--- src/hw/rtl/vgrm_pkg.sv ---
// Shared types and constants of the voxel grid running mean block.
// No dependencies; every other file refers to it by scoped names.
package vgrm_pkg;

  // Default grid edge in cells
  localparam int GRID_SIZE_DEF = 64;

  // Field widths
  localparam int POS_W = 24;
  localparam int COL_W = 8;
  localparam int HIT_W = 16;
  localparam int CPM_W = 20;
  localparam int CUT_W = 16;
  localparam int IDX_IN_W = 8;
  localparam int ADDR_MAX_W = 24;

  // Position times scale: 24 signed by 21 signed, 24 fraction bits dropped
  localparam int PROD_W = 45;
  localparam int FRAC_SHIFT = 24;

  // Configuration
  localparam int CFG_IDX_W = 2;
  localparam logic [CFG_IDX_W-1:0] REG_CPM = 2'd0;
  localparam logic [CFG_IDX_W-1:0] REG_CUTOFF = 2'd1;
  localparam logic [CFG_IDX_W-1:0] REG_WHITE = 2'd2;
  localparam logic [CPM_W-1:0] CPM_RESET = 20'd25600;
  localparam logic [CUT_W-1:0] CUTOFF_RESET = 16'd10;
  localparam logic [COL_W-1:0] WHITE_RESET = 8'd210;

  localparam logic [HIT_W-1:0] HIT_MAX = 16'hFFFF;

  // Item modes
  localparam logic MODE_ADD = 1'b0;
  localparam logic MODE_QUERY = 1'b1;

  // Divider: three position lanes, three colour lanes
  localparam int DIV_LANES = 6;
  localparam int DIV_W = 25;
  localparam int DIV_CNT_W = 5;

  localparam int QUEUE_DEPTH = 2;

  // Classified item between front and back
  typedef struct packed {
    logic mode;
    logic in_range;
    logic [ADDR_MAX_W-1:0] addr;
    logic signed [POS_W-1:0] px;
    logic signed [POS_W-1:0] py;
    logic signed [POS_W-1:0] pz;
    logic [COL_W-1:0] r;
    logic [COL_W-1:0] g;
    logic [COL_W-1:0] b;
  } vgrm_op_t;

  // One cell of the store
  typedef struct packed {
    logic signed [POS_W-1:0] mx;
    logic signed [POS_W-1:0] my;
    logic signed [POS_W-1:0] mz;
    logic [COL_W-1:0] r;
    logic [COL_W-1:0] g;
    logic [COL_W-1:0] b;
    logic [HIT_W-1:0] hits;
  } vgrm_cell_t;

  typedef enum logic [2:0] {
    ST_CLEAR,
    ST_IDLE,
    ST_LOAD,
    ST_DIV,
    ST_RESULT
  } vgrm_state_t;

endpackage

--- src/hw/rtl/vgrm_queue.sv ---
// Two-entry queue of classified items between front and back.
// Depends on vgrm_pkg.
module vgrm_queue (
  input  logic              clk,
  input  logic              rst,
  input  logic              wr,
  input  vgrm_pkg::vgrm_op_t wr_data,
  output logic              full,
  input  logic              rd,
  output vgrm_pkg::vgrm_op_t rd_data,
  output logic              empty
);
  localparam int PW = $clog2(vgrm_pkg::QUEUE_DEPTH);
  localparam int CW = $clog2(vgrm_pkg::QUEUE_DEPTH + 1);

  vgrm_pkg::vgrm_op_t slots [vgrm_pkg::QUEUE_DEPTH];
  logic [PW-1:0] wr_ptr;
  logic [PW-1:0] rd_ptr;
  logic [CW-1:0] count;

  assign full = (count == CW'(vgrm_pkg::QUEUE_DEPTH));
  assign empty = (count == '0);
  assign rd_data = slots[rd_ptr];

  // Pointers and fill count
  always_ff @(posedge clk) begin
    if (rst) begin
      wr_ptr <= '0;
      rd_ptr <= '0;
      count <= '0;
    end else begin
      if (wr && !full) wr_ptr <= wr_ptr + 1'b1;
      if (rd && !empty) rd_ptr <= rd_ptr + 1'b1;
      count <= count + CW'(wr && !full) - CW'(rd && !empty);
    end
  end

  // Storage
  always_ff @(posedge clk) begin
    if (wr && !full) slots[wr_ptr] <= wr_data;
  end
endmodule

--- config.mk ---
export PLATFORM = sky130hd
export DESIGN_NAME = vgrm_queue
export DESIGN_NICKNAME = d
export VERILOG_FILES = /design/src/hw/rtl/vgrm_pkg.sv /design/src/hw/rtl/vgrm_queue.sv
export SDC_FILE = /design/constraint.sdc
export NUM_CORES = 1
export LEC_CHECK = 0
export ABC_CLOCK_PERIOD_IN_PS = 7400
export BUFFER_PORTS_ARGS = -buffer_cell sky130_fd_sc_hd__buf_2
export CAP_MARGIN = 20
export CORE_ASPECT_RATIO = 2
export CORE_MARGIN = 2
export CORE_UTILIZATION = 40
export CTS_BUF_LIST = sky130_fd_sc_hd__clkbuf_4 sky130_fd_sc_hd__clkbuf_8
export CTS_CLUSTER_DIAMETER = 120
export DETAILED_ROUTE_END_ITERATION = 8
export RECOVER_POWER = 50
export SYNTH_ARGS = -nofsm -noshare
export SYNTH_HDL_FRONTEND = slang
export SYNTH_SLANG_ARGS = --single-unit
--- constraint.sdc ---
create_clock -name clk -period 7.4 [get_ports clk]
set_input_delay 1.11 -clock clk [delete_from_list [all_inputs] [get_ports clk]]
set_output_delay 1.11 -clock clk [all_outputs]
set_load 0.01 [all_outputs]
==> impl_metrics.toml, run 1 <==
[sta]
finalCritPeriodShare_pct = 55.0
finalMaxSlewViolations = 96
relSlewSlack_pct = -51.0
setup_slack_ps = 3330
tightestPinTransition_ps = 2270
rsz0062_at_grt = "false"
fin_hold_ws_ps = 486
finalSetupViolCount = 0
finalSetupTns_ps = 0
fmax_mhz = 246
final_hold_viol_count = 0
clock_skew_ps = 14.6
fin_crit_ps = 4070

[global_route]
grt_max_degree = 77
grt_pass1_wl_mm = 27.6
gr-usage-all-layers_pct = 14.9
grt_overflow = 0
grt_pass1_vias = 5121
antenna_found_initial = 6

[clock_network]
clockBufferDepth = 3
ctsRootBufferMaster = "clkbuf_8"
cts_hold_buf = 0
clock-sinks = 249
h-tree-depth = 2
clk_pin_slew_worst_paths_ps = 60
clock_latency_ps = 510
post_cts_resized = 0
cts_buffers = 36
cts_tree = "done"
post_cts_buffers = 0

[critical_path]
r2r-end = "slots[0][17]"
cp_max_fo = 76
path_cells = "clkbuf_1 -> inv_1 -> or3_1 -> clkinvlp_2 -> buf_4"
worstReg2RegStart = "count[0]"
end_kind = "flip-flop"
crit_path_top_delay_cell = "clkinvlp_2"
critPathRequiredTime_ps = 7510
worstPathArrival_ps = 4170
reg2regPathDepth = 5
worstSetupPathType = "in2reg"
slowest_delay_ps = 1600
startpoint_type = "primary input"
r2r_slack_ps = 3510

[logic_synthesis]
synth-edff-count = 244
ys_seq_elements = 249
yosys_warnings = 0
async_flop_share_pct = 0
synthMuxAreaShare_pct = 17.9
syn-num-nets = 535
ys.flop_type = "edfxtp_1"
synth-xor-area-share_pct = 0.187
yosys.area_share.simple_pct = 0.614
syn_inst = 407
synth_cell_types = 22
synthAdderAreaFrac_pct = 0.267
ys_seq_area_share_pct = 79.3
avgSynthCellArea_um2 = 23.0
synth_top_family_by_area = "multiplexers"
syn_area_mm2 = 0.00937
synth-compound-area-share_pct = 0.187

[pwr]
p_total_w = 0.00408
seq_power_share_pct = 46.5
switchingPower_w = 0.00112
comb_power_share_pct = 26.4
power.share.clock_pct = 27.1
internal_power_w = 0.00296
leakage_nw = 4.35
ir_drop_uv = 227
p_per_area_mw_per_mm2 = 353
p_sw_share_pct = 27.4

[detailed_routing]
drc = 0
routed_wl_mm = 19.0
antenna_left = 0
drt_iter0_markers = 206
avgViaCountPerCell = 4.72
via_count = 4713
drt_pre_antenna_iters = 6
wl_per_cell_um = 19.0

[place]
hpwl_mm = 12.8
dp_slack_ps = 3830
gp_congestion = 0.759
port_buffers = 249

[worst_hold_path]
min_from = "wr_ptr"
holdCritPathClass = "reg2reg"
holdPathStages = 2
hold_end = "wr_ptr"

[job]
maxCapViolCount = 2

[outcome]
violations = "max-capacitance violations, max-slew violations"
status = "finished, violations left"

[die]
die_h_um = 220
num_io_pins = 250
die_w_um = 112
core_area_mm2 = 0.0231
std_cell_rows = 79
initial_core_util_pct = 40.5
dieArea_mm2 = 0.0247

[layout]
drive_gt1_share_pct = 53.0
mostFrequentLayoutCells = "edfxtp_1 (244), buf_2 (192), mux2_4 (80), clkbuf_1 (57), mux2_2 (42)"
nets = 812
final_common_cell = "edfxtp_1"
area_growth_pct = 23.2
[critical path: cells and delay by family]
family / cells / cell delay [ps]
buf+inv: 4 / 2800
simple gates: 1 / 130
[cells by family after synthesis]
| kind of cell | count (synthesis) |
|---|---|
| mux | 122 |
| buf+inv | 18 |
| compound gates | 3 |
| simple gates | 11 |
| flops | 249 |
| fa+ha+maj | 2 |
| xor+xnor | 2 |
[registers in the layout (all words and copies together) (netlist names), named ones only]
name    cells
wr_ptr      1
slots     244
rd_ptr      1
count       2
[power groups by stage]
stage | registers [W] | clock network (W) | logic [W]
after global routing | 0.00192 | 0.00120 | 0.00116
after detailed placement | 0.00192 | 0 | 0.00111
after global placement | 0.00191 | 0 | 0.00110
after CTS | 0.00190 | 0.00115 | 0.00111
final | 0.00190 | 0.00111 | 0.00108
after floorplan | 0.00189 | 0 | 0.000778
[per-stage QoR]
step	util, %	cells	area [um^2]
6_report	49.9	998	11500
5_1_grt	49.9	998	11500
4_1_cts	50.2	993	11600
3_5_place_dp	47.0	929	10900
3_3_place_gp	47.0	929	10900
2_1_floorplan	-	407	9370
[how the worst max path moves through the flow]
stage / startpoint / slack, ps / to
6_report: wr / 3330 / slots[0][17]
3_5_place_dp: wr / 3830 / slots[0][48]
4_1_cts: flip-flop / 3520 / rd_data[114]
5_1_grt: wr / 3070 / slots[0][17]
2_1_floorplan: wr / 2930 / slots[1][0]
3_3_place_gp: wr / 3880 / slots[0][48]
[area by class of cell]
class                           count  area [um^2]
Antenna cell                        5         12.5
Clock buffer                       45          569
Clock inverter                     19          164
Fill cell                        2054        11600
Inverter                            4         16.3
Multi-Input combinational cell    140         1790
Sequential cell                   249         7430
Tap cell                          283          354
Timing Repair Buffer              253         1200
[cells in the mapped netlist, types with 2 or more instances]
| cell type | count | share of area (%) |
|---|---|---|
| buf_2 | 4 | 0.21 |
| buf_6 | 9 | 1.1 |
| dfxtp_1 | 5 | 1.1 |
| edfxtp_1 | 244 | 78 |
| ha_1 | 2 | 0.27 |
| inv_1 | 4 | 0.16 |
| mux2_2 | 42 | 5.0 |
| mux2_4 | 80 | 13 |
| nor2_1 | 4 | 0.16 |
[per-layer routing]
metal / routed length (um) / track usage (%) / part of all wire, %
met1: 5740 / 13.4 / 30
met3: 1100 / 3.62 / 5.8
met2: 11200 / 29.4 / 59
met4: 889 / 8.70 / 4.7
met5: 11 / 0 / 0.058
No activity file was read; power rests on OpenSTA's default activity.
==> inputs of run 2 (changes only) <==
- ABC_AREA: unset -> 1
- ABC_CLOCK_PERIOD_IN_PS: 7400 -> 3600
- PLACE_DENSITY: unset -> 0.66
- clock period: 7.4 -> 3.6 ns (I/O delays scaled with it)
==> run 2 against run 1 <==
  * The flow still finishes with violations (max-capacitance violations, max-slew violations)
  * Clock-buffer cell count grew 2
  * Total power increased by 97%
  * Sequential share of layout area fell by 0.19 points
  * Clock power up 100%
  * Sequential power is 100% higher
  * Final area increased by 0.30%
  * First-iteration DRC count increased by 18%
  * Core utilization is 0.15 points higher
==> impl_metrics.toml, run 2 <==
[outcome]
status = "finished, violations left"
violations = "max-capacitance violations, max-slew violations"

[die]
initial_core_util_pct = 40.6
die_h_um = 221
die_w_um = 112
std_cell_rows = 79
core_area_mm2 = 0.0231
dieArea_mm2 = 0.0248
num_io_pins = 250

[layout]
area_growth_pct = 23.3
utilization_pct = 50.1
final_common_cell = "edfxtp_1"
largest_register_ff_count = 244
mostFrequentLayoutCells = "edfxtp_1 (244), buf_2 (178), mux2_4 (80), clkbuf_1 (70), mux2_2 (42)"
finalInstanceArea_mm2 = 0.0116
nets = 825
drive_gt1_share_pct = 50.5
regMostFlops = "slots"
reg.largest.list = "slots (244), count (2)"

[clock_network]
cts_tree = "done"
post_cts_resized = 0
cts_hold_buf = 0
post_cts_buffers = 0
cts_buffers = 36
clockBufferDepth = 3
clock-sinks = 249
clk_pin_slew_worst_paths_ps = 70
ctsRootBufferMaster = "clkbuf_8"
clock_latency_ps = 510
h-tree-depth = 2

[place]
port_buffers = 249
hpwl_mm = 13.2
placedInstanceArea_mm2 = 0.0110
gp_congestion = 0.736

[sta]
fmax_mhz = 359
tightestPinTransition_ps = 2100
finalCritPeriodShare_pct = 77.4
relSlewSlack_pct = -39.8
finalMaxSlewViolations = 79
finalSetupTns_ps = 0
final_hold_viol_count = 0
fin_crit_ps = 2790
rsz0062_at_grt = "false"
finalSetupViolCount = 0
clock_skew_ps = 8.89

[critical_path]
slowest_delay_ps = 1470
cp_max_fo = 78
worstReg2RegStart = "count[0]"
worstPathArrival_ps = 2880
r2r_slack_ps = 810
crit_path_top_delay_cell = "clkbuf_2"
critPathRequiredTime_ps = 3690
startpoint_type = "flip-flop"
worstSetupPathType = "reg2reg"
reg2regPathDepth = 5
critPathBufInv = 2
path_cells = "inv_1 -> nand2_1 -> nand2_1 -> nor2_4 -> clkbuf_2"
cp_top_family = "buffers and inverters"
r2r-end = "slots[0][78]"
crit_cells = 5
end_kind = "flip-flop"
cp_common_cell = "nand2_1"

[global_route]
grt_pass1_wl_mm = 27.8
grt_max_degree = 79
grt_pass1_vias = 5209
grt_overflow = 0
gr-usage-all-layers_pct = 14.7
antenna_found_initial = 4

[worst_hold_path]
holdPathStages = 2
holdCritPathClass = "in2reg"
hold_end = "count[0]"
min_from = "rst"

[logic_synthesis]
ys_seq_elements = 249
ys.flop_type = "edfxtp_1"
synth-edff-count = 244
synth_cell_types = 13
syn_inst = 419
synth_common_cells = "edfxtp_1 (244), mux2_4 (80), mux2_2 (42)"
yosys.area.top_type = "edfxtp_1"
ys_seq_area_share_pct = 79.1
syn-num-nets = 547
yosys_warnings = 0
avgSynthCellArea_um2 = 22.4
synth_top_area_share_pct = 78.0
yosys.cell_count.top_type = "edfxtp_1"
async_flop_share_pct = 0
synthTopCellsByArea = "edfxtp_1 (78%), mux2_4 (13%), mux2_2 (5.0%)"
syn_area_mm2 = 0.00939

[detailed_routing]
drt_pre_antenna_iters = 4
drc = 0
drt_iter0_markers = 243
via_count = 4814
wl_per_cell_um = 18.9
antenna_left = 0
avgViaCountPerCell = 4.77
routed_wl_mm = 19.1

[pwr]
leakage_nw = 4.35
p_per_area_mw_per_mm2 = 695
ir_drop_uv = 657

[job]
maxCapViolCount = 1
## run 2: final cells by class
type / count / area (um^2)
Multi-Input combinational cell: 146 / 1800
Antenna cell: 4 / 10.0
Inverter: 10 / 40.0
Clock inverter: 17 / 134
Tap cell: 283 / 354
Fill cell: 1982 / 11600
Timing Repair Buffer: 254 / 1230
Sequential cell: 249 / 7430
Clock buffer: 47 / 584
## run 2: worst max path at each step
stage	start	to	slack, ps
after floorplan	wr	slots[1][0]	120
after global placement	wr	slots[1][64]	1490
after detailed placement	wr	slots[1][95]	1410
after CTS	flip-flop	rd_data[11]	900
after global routing	count[0]	slots[0][78]	550
final	count[0]	slots[0][78]	810
## run 2: cells by family after synthesis
kind of cell / synth area share, %
flip-flops: 79.1
AND/OR/NAND/NOR: 0.839
adder cells (fa/ha/maj): 0.266
multiplexers: 17.8
buffers and inverters: 1.85
AO/OA/AOI/OAI: 0.107
## run 2: metal layers
layer / global-route usage (%) / up-vias / part of all wire, %
met4: 8.46 / 4 / 4.0
li1: - / 2201 / -
met5: 0 / - / 0.11
met1: 12.6 / 2371 / 30
met2: 29.6 / 187 / 60
met3: 3.78 / 51 / 6.0
## run 2: metrics by stage
| stage | hold WS (ps) | worst slack (ps) | total power [W] | cells |
|---|---|---|---|---|
| after floorplan | 467 | 122 | 0.00522 | 419 |
| after global placement | 499 | 1490 | 0.00587 | 942 |
| after detailed placement | 514 | 1410 | 0.00594 | 942 |
| after CTS | 147 | 904 | 0.00819 | 1006 |
| after global routing | 162 | 547 | 0.00841 | 1008 |
| final | 186 | 815 | 0.00805 | 1010 |
## run 2: power breakdown
| group | switching, W | internal [W] |
|---|---|---|
| Clock | 0.00102 | 0.00121 |
| Combinational | 0.00103 | 0.000965 |
| Sequential | 0.000137 | 0.00369 |
| Total | 0.00218 | 0.00587 |
